**src/hsbk_ram.sv**
```systemverilog
// ============================================================================
// hsbk_ram
// Generic simple dual-port RAM: one write port, one read port, registered read.
// ============================================================================
module hsbk_ram #(
    parameter int WIDTH = 8,
    parameter int DEPTH = 16,
    localparam int ADDR_BITS = $clog2(DEPTH)
) (
    input  logic                 clk,
    input  logic                 we,
    input  logic [ADDR_BITS-1:0] waddr,
    input  logic [WIDTH-1:0]     wdata,
    input  logic [ADDR_BITS-1:0] raddr,
    output logic [WIDTH-1:0]     rdata
);

    logic [WIDTH-1:0] mem [DEPTH];
    logic [WIDTH-1:0] rdata_reg;

    always_ff @(posedge clk)
    begin
        if (we)
        begin
            mem[waddr] <= wdata;
        end
        rdata_reg <= mem[raddr];
    end

    assign rdata = rdata_reg;

endmodule

```
**config.mk**
```make
export PLATFORM = sky130hd
export DESIGN_NAME = hsbk_ram
export DESIGN_NICKNAME = d
export VERILOG_FILES = /design/src/hsbk_ram.sv
export SDC_FILE = /design/constraint.sdc
export NUM_CORES = 1
export LEC_CHECK = 0
export ABC_AREA = 1
export BUFFER_PORTS_ARGS = -buffer_cell sky130_fd_sc_hd__buf_2
export CAP_MARGIN = 20
export CORE_UTILIZATION = 40
export CTS_CLUSTER_SIZE = 40
export DETAILED_ROUTE_END_ITERATION = 12
export GPL_ROUTABILITY_DRIVEN = 0
export PLACE_DENSITY = 0.57
export RECOVER_POWER = 25
export SYNTH_ARGS = -nofsm -noshare
export SYNTH_HDL_FRONTEND = slang
export SYNTH_SLANG_ARGS = --single-unit
export TNS_END_PERCENT = 1
```
**constraint.sdc**
```tcl
create_clock -name clk -period 3.15 [get_ports clk]
set_input_delay 0.4725 -clock clk [delete_from_list [all_inputs] [get_ports clk]]
set_output_delay 0.4725 -clock clk [all_outputs]
set_load 0.005 [all_outputs]
```
==> metrics.md <==
| Metric | Value |
|---|---|
| Global-route usage over all layers | `0.190` |
| Largest net degree at the start of global routing | `65` |
| DP HPWL | `7670 um` |
| Setup TNS | `0 ns` |
| Remaining Overflow, GRT | `0` |
| DIE HEIGHT | `122 um` |
| P_leak | `2.80 nW` |
| Number of synthesized register bits | `136` |
| Vias after detailed routing | `3,680` |
| Vias in the first global route | `3,581` |
| Worst R2R Start | `mem[1][7]$_DFFE_PP_` |
| P&R area growth vs syn | `13.7%` |
| Avg WL per Cell | `16.7 um` |
| Mapped cell area | `5770 um^2` |
| Sw Ratio | `0.204` |
| Register area | `4000 um^2` |
| Post-synth net total | `569` |
| PD cells | `644 nW/um^2` |
| Worst Max-Slew Pin Slew | `0.957 ns` |
| Layout cells sized above 1 | `0.0850` |
| Setup Fix Bufs, Post-CTS | `0` |
| Cell variety after synth | `12` |
| CP startpoint | `raddr[0]` |
| ANT cells | `0` |
| Yosys warning count | `0` |
| Clk_lat worst skew | `0.41 ns` |
| Clock Tree Root | `clkbuf_16` |
| Die W | `122 um` |
| Antenna Nets Post-Route | `0` |
| First-pass GRT wire length | `19,900 um` |
| Port buffer count | `25` |
| I/O Pins | `26` |
| Int Power | `3.36 mW` |
| DRC viols | `0` |
| Critical Path AT | `1.82 ns` |
| Cts hold-fix bufs | `0` |
| Max Buffers Root-to-Sink | `2` |
| FILL cells | `1,305` |
| Comb pwr share | `0.056` |
| Final setup violation count | `0` |
| Initial antenna violation count | `0` |
| Clock network power share | `0.462` |
| Mean Syn Cell Area | `10.5 um^2` |
| Run status | `completed` |
| RSZ-0062 raised after global routing | `false` |
| XOR/XNOR share of the synthesized area | `0` |
| Worst hold start | `raddr[3]` |
| Max-Cap Viols | `0` |
| Initial DRC Count | `402` |
| TritonCTS buffer count | `17` |
| Slew Limit Fails | `0` |
| Clk slew on worst S/H paths | `0.06 ns` |
| Largest register FFs | `128` |
| Synth Area in Adders | `0` |
| Post-CTS sizing | `0` |
| CTS tree | `yes` |
| Largest family of logic cells by synthesized area | `simple AND/OR/NAND/NOR gates` |
| Minimum clock period | `1.52 ns` |
| Simple-gate area share of the yosys netlist | `0.210` |
| Normalized max-slew margin | `0.362` |
| Num rows | `43` |
| Mapped Cells | `551` |
| Sequential share of the synthesized area | `0.694` |
| Initial core utilization | `0.412` |
| Final Skew | `0.0131 ns` |
| Endpoint class of the critical path | `register` |
| Final period util | `0.483` |
| Worst VDD drop | `0.400 mV` |
| Worst EP required | `3.45 ns` |
| Fmax | `658 MHz` |
| Compound-Gate Fraction of Synth Area | `0` |
| Sink Count | `136` |
| WS Path Type | `in -> reg` |
| Multi-input logic area | `1210 um^2` |
| Sw Pwr | `0.863 mW` |
| Multiplexer share of the synthesized area | `0` |
| Hold slack final | `0.443 ns` |
| Max FO, Critical Path | `26` |
| # nets final | `593` |
| Core ar. | `14,000 um^2` |
| H-tree Lvls | `4` |
| Initial DRT Pass Iterations | `5` |
| Flop pwr share | `0.482` |
| Hold Path Class | `in -> reg` |
| Hold Fails Final Rpt | `0` |
| Startpoint types | `input port` |
| DIE AREA | `14,900 um^2` |
| Final WL | `12,800 um` |
| DR vias/cell | `4.79` |
-- per-stage QoR --
step	setup slack [ns]	utilization	cell area, um^2	cells	power, mW
after floorplan	1.73	-	5770	551	2.21
after global placement	1.21	0.428	5980	736	2.31
after detailed placement	1.21	0.428	5980	736	2.31
after CTS	1.65	0.469	6570	768	4.25
after global routing	1.54	0.469	6560	768	4.36
final	1.63	0.469	6560	768	4.22
-- power groups by stage --
stage | registers, mW | logic, mW | clock network (mW)
after detailed placement | 2.07 | 0.237 | 0
final | 2.04 | 0.235 | 1.95
after global placement | 2.07 | 0.235 | 0
after CTS | 2.04 | 0.238 | 1.97
after floorplan | 2.07 | 0.143 | 0
after global routing | 2.04 | 0.262 | 2.06
-- final cells by class --
class,instances,area share
sequential,136,0.610
multi-input combinational,289,0.185
clock buffer,29,0.0794
inverter,102,0.0584
tap,180,0.0343
timing repair buffer,29,0.0225
clock inverter,3,0.00992
-- path summary, 6_finish.rpt --
| check | end | slack (ns) | cells past startpoint |
|---|---|---|---|
| worst min register to register | rdata[7]$_DFF_P_ | 0.68 | 6 |
| worst min-delay path | rdata[7]$_DFF_P_ | 0.44 | 3 |
| worst max register to register | rdata[7]$_DFF_P_ | 2.08 | 6 |
| worst max-delay path | rdata[7]$_DFF_P_ | 1.63 | 8 |
-- Yosys cell counts --
| master | count | area share |
|---|---|---|
| edfxtp_1 | 128 | 0.67 |
| inv_2 | 2 | 0.0013 |
| nor2_1 | 17 | 0.011 |
| buf_6 | 6 | 0.012 |
| dfxtp_1 | 8 | 0.028 |
| inv_1 | 100 | 0.065 |
| buf_4 | 4 | 0.0052 |
| buf_2 | 13 | 0.011 |
| nand3_1 | 97 | 0.084 |
| nand2_1 | 173 | 0.11 |
| nand3b_1 | 2 | 0.0026 |
| buf_1 | 1 | 0.00065 |
-- cells by family after synthesis --
logic type / after synthesis
buf+inv: 126
flops: 136
simple gates: 289
-- routing by layer --
metal  share of wire  wire (um)  global-route usage
met1            0.45       5760               0.253
met2            0.47       6060               0.296
met3           0.049        628              0.0346
met4           0.029        371               0.101
met5               0          0                   0
-- layout by cell type (no fill, tap or decap) --
| cell type | synthesis | routed |
|---|---|---|
| inv_2 | 2 | 2 |
| nor2_1 | 17 | 17 |
| buf_4 | 4 | 4 |
| inv_1 | 100 | 100 |
| bufinv_16 | 0 | 2 |
| nand3_1 | 97 | 97 |
| dfxtp_1 | 8 | 8 |
| nand2_1 | 173 | 173 |
| clkbuf_16 | 0 | 17 |
| clkbuf_1 | 0 | 13 |
| nand3b_1 | 2 | 2 |
| clkinv_2 | 0 | 1 |
| buf_2 | 13 | 19 |
| clkbuf_8 | 0 | 5 |
| edfxtp_1 | 128 | 128 |
-- worst max-delay path: stages --
cell and delay [ns]:
buf_2 0.11, inv_2 0.35, buf_4 0.34, nand2_1 0.07
nand3_1 0.08, nand3_1 0.13, nand3_1 0.18, nand2_1 0.07
(Power assumes the default switching activity.)
