File: config.mk
export PLATFORM = sky130hd
export DESIGN_NAME = hsbk_result
export DESIGN_NICKNAME = d
export VERILOG_FILES = /design/src/hsbk_pkg.sv /design/src/hsbk_result.sv
export SDC_FILE = /design/constraint.sdc
export NUM_CORES = 1
export LEC_CHECK = 0
export BUFFER_PORTS_ARGS = -buffer_cell sky130_fd_sc_hd__buf_2
export CAP_MARGIN = 20
export CORE_AREA = 2 2 198 200
export DETAILED_ROUTE_END_ITERATION = 7
export DIE_AREA = 0 0 200 202
export GPL_TIMING_DRIVEN = 0
export SETUP_SLACK_MARGIN = 0.2
export SYNTH_ARGS = -nofsm -noshare
export SYNTH_HDL_FRONTEND = slang
export SYNTH_SLANG_ARGS = --single-unit
File: constraint.sdc
create_clock -name vclk -period 9.85
set_input_delay 1.97 -clock vclk [all_inputs]
set_output_delay 1.97 -clock vclk [all_outputs]
set_load 0.05 [all_outputs]
File: src/hsbk_pkg.sv
// ============================================================================
// hsbk_pkg
// Shared sizes, entry layout and control structs of the hash sum-by-key table.
// ============================================================================
package hsbk_pkg;

    // Table geometry; TABLE_SLOTS is a power of two, so a key's home slot is
    // its low SLOT_BITS bits.
    localparam int TABLE_SLOTS    = 1024;
    localparam int MAX_PROBES     = 8;
    localparam int ID_BITS        = 20;
    localparam int SLOT_BITS      = $clog2(TABLE_SLOTS);
    localparam int PROBE_LIMIT    = (MAX_PROBES < TABLE_SLOTS) ? MAX_PROBES : TABLE_SLOTS;
    localparam int PROBE_CNT_BITS = $clog2(PROBE_LIMIT + 1);

    localparam int KEY_BITS       = 64;
    localparam int SUM_BITS       = 32;
    localparam int REP_BITS       = 20;
    localparam int SLOT_PORT_BITS = 10;

    typedef logic [SLOT_BITS-1:0] slot_idx_t;

    // One table entry as it sits in the memory.
    typedef struct packed {
        logic                       occ;
        logic [KEY_BITS-1:0]        key;
        logic [ID_BITS-1:0]         id;
        logic signed [SUM_BITS-1:0] sum;
    } entry_t;

    // Outcome of the probe walk, handed to the result stage.
    typedef struct packed {
        logic                       readout;
        logic                       hit;
        logic                       have_free;
        slot_idx_t                  sel_slot;
        slot_idx_t                  free_slot;
        entry_t                     sel_entry;
        logic [KEY_BITS-1:0]        key;
        logic [ID_BITS-1:0]         id;
        logic signed [SUM_BITS-1:0] amount;
    } probe_t;

    // Result word fields.
    typedef struct packed {
        logic                       found;
        logic                       table_full;
        logic [REP_BITS-1:0]        representative_id;
        logic                       slot_valid;
        logic [KEY_BITS-1:0]        slot_key;
        logic signed [SUM_BITS-1:0] slot_sum;
    } result_t;

    // Write-back request to the entry memory.
    typedef struct packed {
        logic      we;
        slot_idx_t addr;
        entry_t    data;
    } wr_t;

    function automatic slot_idx_t slot_index(input logic [SLOT_PORT_BITS-1:0] s);
        logic [31:0] w;
        w = 32'(s);
        return w[SLOT_BITS-1:0];
    endfunction

    function automatic logic [ID_BITS-1:0] id_trim(input logic [REP_BITS-1:0] id);
        logic [31:0] w;
        w = 32'(id);
        return w[ID_BITS-1:0];
    endfunction

    function automatic logic [REP_BITS-1:0] rep_of(input logic [ID_BITS-1:0] id);
        logic [31:0] w;
        w = 32'(id);
        return w[REP_BITS-1:0];
    endfunction

endpackage

File: src/hsbk_result.sv
// ============================================================================
// hsbk_result
// Build the result word and the write-back entry from the probe outcome.
// ============================================================================
module hsbk_result (
    input  hsbk_pkg::probe_t  probe,
    output hsbk_pkg::result_t res,
    output hsbk_pkg::wr_t     wr
);

    function automatic logic signed [hsbk_pkg::SUM_BITS-1:0] sat_add(
        input logic signed [hsbk_pkg::SUM_BITS-1:0] a,
        input logic signed [hsbk_pkg::SUM_BITS-1:0] b
    );
        logic [hsbk_pkg::SUM_BITS:0] s;
        s = {a[hsbk_pkg::SUM_BITS-1], a} + {b[hsbk_pkg::SUM_BITS-1], b};
        if (s[hsbk_pkg::SUM_BITS] != s[hsbk_pkg::SUM_BITS-1])
        begin
            // Clamp toward the sign of the exact sum.
            return s[hsbk_pkg::SUM_BITS] ? {1'b1, {(hsbk_pkg::SUM_BITS-1){1'b0}}}
                                         : {1'b0, {(hsbk_pkg::SUM_BITS-1){1'b1}}};
        end
        return s[hsbk_pkg::SUM_BITS-1:0];
    endfunction

    logic signed [hsbk_pkg::SUM_BITS-1:0] acc_sum;

    assign acc_sum = sat_add(probe.sel_entry.sum, probe.amount);

    always_comb
    begin
        res      = '0;
        wr       = '0;
        priority if (probe.readout)
        begin
            // Return the slot if it holds an entry, then mark it free.
            if (probe.sel_entry.occ)
            begin
                res.representative_id = hsbk_pkg::rep_of(probe.sel_entry.id);
                res.slot_valid        = 1'b1;
                res.slot_key          = probe.sel_entry.key;
                res.slot_sum          = probe.sel_entry.sum;
            end
            wr.we   = 1'b1;
            wr.addr = probe.sel_slot;
        end
        else if (probe.hit)
        begin
            res.found             = 1'b1;
            res.representative_id = hsbk_pkg::rep_of(probe.sel_entry.id);
            res.slot_sum          = acc_sum;
            wr.we                 = 1'b1;
            wr.addr               = probe.sel_slot;
            wr.data.occ           = 1'b1;
            wr.data.key           = probe.sel_entry.key;
            wr.data.id            = probe.sel_entry.id;
            wr.data.sum           = acc_sum;
        end
        else if (probe.have_free)
        begin
            res.representative_id = hsbk_pkg::rep_of(probe.id);
            res.slot_sum          = probe.amount;
            wr.we                 = 1'b1;
            wr.addr               = probe.free_slot;
            wr.data.occ           = 1'b1;
            wr.data.key           = probe.key;
            wr.data.id            = probe.id;
            wr.data.sum           = probe.amount;
        end
        else
        begin
            // No room in the window: drop the item.
            res.table_full = 1'b1;
        end
    end

endmodule

==> impl_metrics.tcl, run 1 <==
set metrics [dict create \
    rsz0062_at_grt "no" \
    worstPathArrival_ns 5.74 \
    tightest_slew_ns 0.990 \
    startpoint_type "primary input" \
    critPathMaxFanout 10 \
    max_stage_delay_ns 0.70 \
    fin_crit_sh_pct 78.3 \
    synth.cell_area_sq_um 4640 \
    ioPinCount 503 \
    finalMaxSlewViolations 0 \
    p_per_area_nw_per_um2 96.0 \
    grt_use_total_pct 20.8 \
    grt_pass1_wl_microns 58500 \
    firstDrtPassIters 7 \
    cp.required_ns 7.88 \
    max_freq_mhz 130 \
    post-place-ws_ns 1.97 \
    routedWlPerCell_microns 26.0 \
    hpwl_microns 40800 \
    num-fill-cells 4448 \
    layout-drive-gt1-share_pct 47.3 \
    gp_congestion 0.900 \
    vias 7979 \
    die_h_microns 202 \
    cts.repair.resized 0 \
    first_global_vias 7633 \
    initial_utilization_pct 12.1 \
    ir_drop_mv 0.0478 \
    fin_crit_ns 7.71 \
    grt_max_degree 11 \
    crit_buf_inv 5 \
    cp-end-kind "output port" \
    gr-total-overflow 0 \
    synth_cells 686 \
    cp_cell_sequence "buf_2 -> or2_2 -> nor2_1 -> clkbuf_1 -> buf_1 -> clkbuf_1 -> a22o_1 -> buf_2" \
    ys_seq_area_share_pct 0 \
    path_delay_family "buffers and inverters" \
    status "completed" \
    max_cap_viol_count 0 \
    row_count 72 \
    yosysWarnings 0 \
    synthToLayoutAreaGrowth_pct 68.7 \
    hold_path_class "primary input to output port" \
    nNetsFinal 1480 \
    finalHoldViolCount 0 \
    die_area_sq_um 40400 \
    design.seq.count 0 \
    p_leak_nw 4.78 \
    relSlewSlack_pct 34.0 \
    hold_buffers 0 \
    setup_tns_ns 0 \
    path_class "primary input to output port" \
    slowest_stage "nor2_1" \
    synth_nets 975 \
    ant_nets 0 \
    numPortBuffers 503 \
    synth.avg_cell_area_sq_um 6.76 \
    core_sq_um 38300 \
    die_w_microns 200 \
    setup_viol 0 \
    routed_wl_microns 44600 \
    yosysUniqueCellTypes 66 \
    ff_latch_area_sq_um 0 \
    n_clock_buffer 0 \
    finalWorstSetupSlack_ns 2.14 \
    post_cts_buffers 0 \
    drc 0 \
    via_per_inst 4.65 \
    drtIter0Drc 693 \
    antenna_found_initial 20 \
]
[synthesized netlist by cell type (2+ instances only)]
cell / n / area [sq um]
nor2_1: 27 / 101
xor2_1: 7 / 61.3
nor3_1: 9 / 45.0
a311o_1: 3 / 30.0
o21ai_0: 28 / 140
nand3b_1: 2 / 15.0
ha_1: 32 / 400
o21a_1: 2 / 15.0
nand2b_1: 6 / 37.5
inv_1: 8 / 30.0
xnor2_1: 15 / 131
a22oi_1: 15 / 113
and2_1: 4 / 25.0
a21oi_1: 31 / 155
a211o_1: 3 / 26.3
or4_1: 2 / 15.0
buf_4: 2 / 15.0
and3_1: 69 / 432
buf_2: 13 / 65.1
nor2b_1: 3 / 18.8
a22oi_4: 10 / 213
a211oi_2: 2 / 25.0
a211oi_1: 2 / 15.0
a21oi_2: 4 / 35.0
o21bai_1: 3 / 22.5
o21ai_2: 2 / 17.5
or3_1: 5 / 31.3
o21ai_1: 9 / 45.0
a21o_1: 37 / 278
a2bb2oi_1: 2 / 17.5
mux2_2: 2 / 22.5
clkbuf_1: 38 / 143
nand3_2: 11 / 110
nand3_1: 29 / 145
nand2_1: 99 / 372
o41ai_1: 2 / 17.5
or2_2: 2 / 12.5
nor3b_1: 3 / 22.5
o211ai_1: 9 / 67.6
a31oi_1: 5 / 31.3
nand4_1: 10 / 62.6
a22o_1: 86 / 753
buf_6: 3 / 33.8
buf_1: 8 / 30.0
[placed cells by master (no fill, tap or decap), drive strengths merged, types with 9 or more instances in the layout]
| cell type | n |
|---|---|
| nor3 | 9 |
| nor2 | 27 |
| o21ai | 39 |
| a22o | 86 |
| o211ai | 9 |
| clkbuf | 38 |
| and3 | 70 |
| a22oi | 25 |
| buf | 530 |
| nand2 | 100 |
| a21oi | 35 |
| a21o | 37 |
| xnor2 | 15 |
| nand3 | 40 |
| ha | 32 |
| nand4 | 11 |
[through the flow]
stage          hold WS, ns  util (%)  power, mW  cells  area [sq um]
5_1_grt               4.38      20.4      0.790   1713          7820
6_report              4.37      20.4      0.751   1715          7820
3_3_place_gp          4.37      20.4      0.747   1707          7800
2_1_floorplan         4.19         -      0.507    686          4640
4_1_cts               4.37      20.4      0.753   1707          7800
3_5_place_dp          4.37      20.4      0.751   1707          7800
[logic make-up (layout without fill, tap and decap cells)]
kind of cell / after synthesis / count (layout) / share of synthesized area, %
AOI/OAI and AO/OA: 267 / 267 / 46.4
xor gates and xnor gates: 22 / 22 / 4.16
adders and majority gates: 33 / 33 / 9.07
buffers and inverters: 74 / 577 / 7.34
and+or+nand+nor: 288 / 288 / 32.6
other: 0 / 8 / 0
muxes: 2 / 2 / 0.486
[path summary, 6_finish.rpt]
check                 endpoint       start  cells past startpoint  slack, ns
worst min-delay path    res[8]  probe[124]                      4       4.37
worst max-delay path   wr[115]  probe[255]                      8       2.14
[layout make-up]
type / instances / area (sq um) / share of cell area, %
Antenna cell: 8 / 20.0 / 0.256
Buffer: 65 / 307 / 3.92
Inverter: 9 / 33.8 / 0.432
Multi-Input combinational cell: 612 / 4300 / 54.9
Tap cell: 518 / 648 / 8.29
Timing Repair Buffer: 503 / 2520 / 32.2
[where the power goes]
part / internal [mW] / leakage, nW / switching (mW)
sequential: 0 / 0 / 0
clock: 0.000000109 / 0.0000507 / 0
combinational: 0.202 / 4.78 / 0.549
total: 0.202 / 4.78 / 0.549
[per-layer routing]
| layer | global-route usage [%] | vias to the layer above | wire [microns] |
|---|---|---|---|
| li1 | - | 3654 | - |
| met1 | 24.9 | 3820 | 17500 |
| met2 | 35.9 | 425 | 21600 |
| met3 | 5.37 | 60 | 3750 |
| met4 | 6.75 | 20 | 1610 |
| met5 | 0 | - | 122 |
(Power assumes the default switching activity.)
==> run 2, diff against run 1 <==
--- a/config.mk
+++ b/config.mk
@@ -7,9 +7,9 @@
 export LEC_CHECK = 0
 export BUFFER_PORTS_ARGS = -buffer_cell sky130_fd_sc_hd__buf_2
 export CAP_MARGIN = 20
-export CORE_AREA = 2 2 198 200
+export CORE_AREA = 2 2 194 196
 export DETAILED_ROUTE_END_ITERATION = 7
-export DIE_AREA = 0 0 200 202
+export DIE_AREA = 0 0 196 198
 export GPL_TIMING_DRIVEN = 0
 export SETUP_SLACK_MARGIN = 0.2
 export SYNTH_ARGS = -nofsm -noshare
==> constraint.sdc (replaced) <==
create_clock -name vclk -period 7.2
set_input_delay 1.44 -clock vclk [all_inputs]
set_output_delay 1.44 -clock vclk [all_outputs]
set_load 0.05 [all_outputs]
==> run 2 against run 1 <==
Non-clock buffer count unchanged. Final cell count is 2.0% lower. Routed wire length shrank 1.1%. Power up 37%. Setup slack worse by 1.5 ns. Die area decreased by 3.9%. First-iteration DRC count is 29% lower. Clock-buffer cell count unchanged. Flip-flop and latch count unchanged. Critical path depth did not move. Critical endpoint is now wr[111].
==> impl_metrics.tcl, run 2 (synthesized netlist as in run 1, its figures left out) <==
set metrics [dict create \
    path_class "primary input to output port" \
    cp.required_ns 5.76 \
    setup_viol 0 \
    status "completed" \
    gp_congestion 0.952 \
    via_per_inst 4.80 \
    row_count 71 \
    hp-start "probe[163]" \
    drc 0 \
    max_cap_viol_count 0 \
    ioPinCount 503 \
    critPathMaxFanout 10 \
    drtIter0Drc 494 \
    post_cts_buffers 0 \
    n_clock_buffer 0 \
    min_path_cells 3 \
    vias 8056 \
    met1_usage_pct 24.8 \
    dp.cells 1663 \
    startpoint_type "primary input" \
    worstPathArrival_ns 5.12 \
    die_h_microns 198 \
    hold_buffers 0 \
    grt_use_met2_pct 35.8 \
    die_area_sq_um 38800 \
    fin_crit_sh_pct 91.1 \
    relSlewSlack_pct 35.4 \
    nNetsFinal 1480 \
    finalMaxSlewViolations 0 \
    top_usage_layer "met2" \
    ir_drop_mv 0.0687 \
    initial_utilization_pct 12.5 \
    power_mw 1.03 \
    rsz0062_at_grt "no" \
    fin_crit_ns 6.56 \
    grt.met3_usage_pct 5.88 \
    routed_wl_microns 44100 \
    setup_tns_ns 0 \
    cp-end-kind "output port" \
    finalHoldViolCount 0 \
    design.seq.count 0 \
    multi_input_area_sq_um 4300 \
    p_leak_nw 4.78 \
    ant_nets 0 \
    grt_max_degree 11 \
    die_w_microns 196 \
    fin_cells 1680 \
    tightest_slew_ns 0.970 \
    hold_end "res[112]" \
    p_per_area_nw_per_um2 132 \
    firstDrtPassIters 5 \
    layout-drive-gt1-share_pct 47.3 \
    first_global_vias 7371 \
    grt_use_total_pct 20.9 \
    synthToLayoutAreaGrowth_pct 68.0 \
    cts.repair.resized 0 \
    gr-total-overflow 0 \
    hpwl_microns 39900 \
    max_freq_mhz 152 \
    mostFrequentLayoutCell "buf_2" \
    grt_pass1_wl_microns 56900 \
    routedWlPerCell_microns 26.2 \
    hold_path_class "primary input to output port" \
    final_cell_mix "buf_2, nand2_1, a22o_1" \
    antenna_found_initial 21 \
    ff_latch_area_sq_um 0 \
    numPortBuffers 503 \
    core_sq_um 37000 \
    num-fill-cells 4275 \
]
-- run 2: cell types whose count changed in the layout (fill, tap and decap cells not counted) --
cell / change
diode_2: +9
-- run 2: worst max path at each step --
stage                    start      end  slack, ns  cells past startpoint
global placement    probe[255]  wr[115]       0.55                      8
finish              probe[255]  wr[111]       0.64                      8
detailed placement  probe[255]  wr[115]       0.56                      8
global route          probe[0]  res[19]       0.47                     13
CTS                 probe[255]  wr[115]       0.56                      8
floorplan             probe[0]  res[31]       0.83                     10
-- run 2: metal layers --
layer | wire (microns) | vias up
met5 | 67 | -
met4 | 1840 | 10
li1 | - | 3667
met2 | 20900 | 418
met3 | 3740 | 74
met1 | 17500 | 3887
-- run 2: area by class of cell --
type	instances	area share [%]
Buffer	65	3.94
Antenna cell	17	0.546
Inverter	9	0.434
Timing Repair Buffer	503	32.3
Multi-Input combinational cell	612	55.1
Tap cell	474	7.61
-- run 2: critical path, stage by stage --
cell      delay, ns
buf_2          0.15
or2_2          0.33
nor2_1         0.57
clkbuf_1       0.63
buf_1          0.75
clkbuf_1       0.64
a22o_1         0.30
buf_2          0.29
-- run 2: power breakdown --
group | internal (mW) | switching [mW] | leakage [nW]
Clock | 0.000000317 | 0 | 0.000108
Sequential | 0 | 0 | 0
Combinational | 0.276 | 0.752 | 4.78
-- run 2: per-stage QoR --
stage,setup slack (ns),hold WS [ns],instance area [sq um],util [%]
floorplan,0.827,3.13,4640,-
CTS,0.563,3.31,7750,21.0
global placement,0.550,3.30,7750,21.0
detailed placement,0.563,3.31,7750,21.0
finish,0.640,3.31,7790,21.1
global route,0.469,3.32,7780,21.1
==> run 3, diff against run 2 <==
==> constraint.sdc (replaced) <==
create_clock -name vclk -period 6.15
set_input_delay 1.23 -clock vclk [all_inputs]
set_output_delay 1.23 -clock vclk [all_outputs]
set_load 0.05 [all_outputs]
==> run 3 against run 2 <==
Critical path type unchanged. Clock-buffer cell count is the same. Power grew 18%. Routed wire length grew 2.1%. Sequential share of layout area is the same. Critical path depth grew 7.
==> impl_metrics.tcl, run 3 (synthesized netlist as in run 1, its figures left out) <==
set metrics [dict create \
    max_stage_delay_ns 0.46 \
    max_cap_viol_count 0 \
    die_area_sq_um 38800 \
    vias 8114 \
    postLayoutCellArea_sq_um 7830 \
    hold_buffers 0 \
    routedWlPerCell_microns 26.9 \
    synthToLayoutAreaGrowth_pct 68.9 \
    rsz0062_at_grt "no" \
    combPwrFrac_pct 100.0 \
    hpwl_microns 40600 \
    crit_buf_inv 5 \
    max_freq_mhz 175 \
    ioPinCount 503 \
    cp-end-kind "output port" \
    sw_frac_of_total_pct 73.0 \
    nNetsFinal 1484 \
    cp_cell_sequence "buf_2 -> ha_1 -> fa_1 -> a211oi_1 -> o21ai_2 -> o211ai_1 -> buf_4 -> a31oi_4 -> a311oi_1 -> a211oi_2 -> buf_6 -> buf_6 -> a22oi_1 -> nand3_1 -> buf_2" \
    fin_cells 1675 \
    antenna_found_initial 9 \
    row_count 71 \
    die_w_microns 196 \
    grt_max_degree 11 \
    p_leak_nw 4.81 \
    cp.required_ns 4.92 \
    final_cell_mix "buf_2, nand2_1, a22o_1" \
    setup_tns_ns 0 \
    status "completed" \
    firstDrtPassIters 5 \
    ir_drop_mv 0.0778 \
    slowest_stage "fa_1" \
    p_seq_share_pct 0 \
    core_sq_um 37000 \
    finalMaxSlewViolations 0 \
    fin_crit_sh_pct 93.1 \
    numPortBuffers 503 \
    drtIter0Drc 601 \
    gr-total-overflow 0 \
    routed_wl_microns 45000 \
    design.seq.count 0 \
    fin_crit_ns 5.73 \
    critPathMaxFanout 10 \
    gp_congestion 0.920 \
    hold_path_class "primary input to output port" \
    worstPathArrival_ns 4.50 \
    first_global_vias 7368 \
    clockPowerShare_pct 0 \
    mostFrequentLayoutCell "buf_2" \
    tightest_slew_ns 1.14 \
    finalHoldViolCount 0 \
    ant_nets 0 \
    initial_utilization_pct 12.5 \
    p_int_mw 0.327 \
    switching_power_mw 0.887 \
    layout-drive-gt1-share_pct 47.9 \
    startpoint_type "primary input" \
    p_per_area_nw_per_um2 155 \
    ff_latch_area_sq_um 0 \
    grt_use_total_pct 21.5 \
    drc 0 \
    n_clock_buffer 0 \
    via_per_inst 4.84 \
    relSlewSlack_pct 23.8 \
    setup_viol 0 \
    path_delay_family "compound AO/OA/AOI/OAI gates" \
    die_h_microns 198 \
    grt_pass1_wl_microns 58200 \
    path_class "primary input to output port" \
    dp.cells 1663 \
    dpl-instance-area_sq_um 7750 \
]
[run 3: path summary, 6_finish.rpt]
| path | start | endpoint | slack, ns | cells past startpoint |
|---|---|---|---|---|
| hold / removal | probe[118] | res[2] | 2.89 | 4 |
| setup / recovery | probe[0] | res[27] | 0.42 | 15 |
[run 3: area by class of cell]
cell class	count	area [sq um]
inverters	9	33.8
well taps	474	593
plain buffers	65	318
diodes	8	20.0
multi-input cells	612	4320
repair buffers	507	2550
fillers	4281	29100
[run 3: metrics by stage]
stage                     utilization (%)  setup WS (ns)  power, mW  hold WS, ns
final                                21.2          0.423       1.21         2.89
after global routing                 21.2          0.251       1.28         2.91
after CTS                            21.1          0.252       1.21         2.89
after detailed placement             21.0         -0.454       1.21         2.89
after global placement               21.0         -0.504       1.20         2.89
after floorplan                         -          0.595      0.813         2.71
[run 3: what timing repair did]
| item | 4_1_cts | 5_1_grt |
|---|---|---|
| gates cloned | 0 | 0 |
| setup buffers | 1 | 3 |
| setup endpoints to repair | 75 | 52 |
| resized for setup | 8 | 0 |
| pin swaps | 1 | 2 |
[run 3: power by group through the flow]
| stage | Sequential (mW) | Clock, mW | Combinational (mW) |
|---|---|---|---|
| 2_1_floorplan | 0 | 0 | 0.813 |
| 3_3_place_gp | 0 | 0 | 1.20 |
| 3_5_place_dp | 0 | 0 | 1.21 |
| 4_1_cts | 0 | 0 | 1.21 |
| 5_1_grt | 0 | 0.000000109 | 1.28 |
| 6_report | 0 | 0.000000165 | 1.21 |
[run 3: routing by layer]
metal / vias to the layer above / routed length [microns] / global-route usage [%]
li1: 3659 / - / -
met1: 3847 / 17400 / 25.6
met2: 513 / 21600 / 36.7
met3: 89 / 3470 / 4.75
met4: 6 / 2490 / 10.2
met5: - / 26 / 0
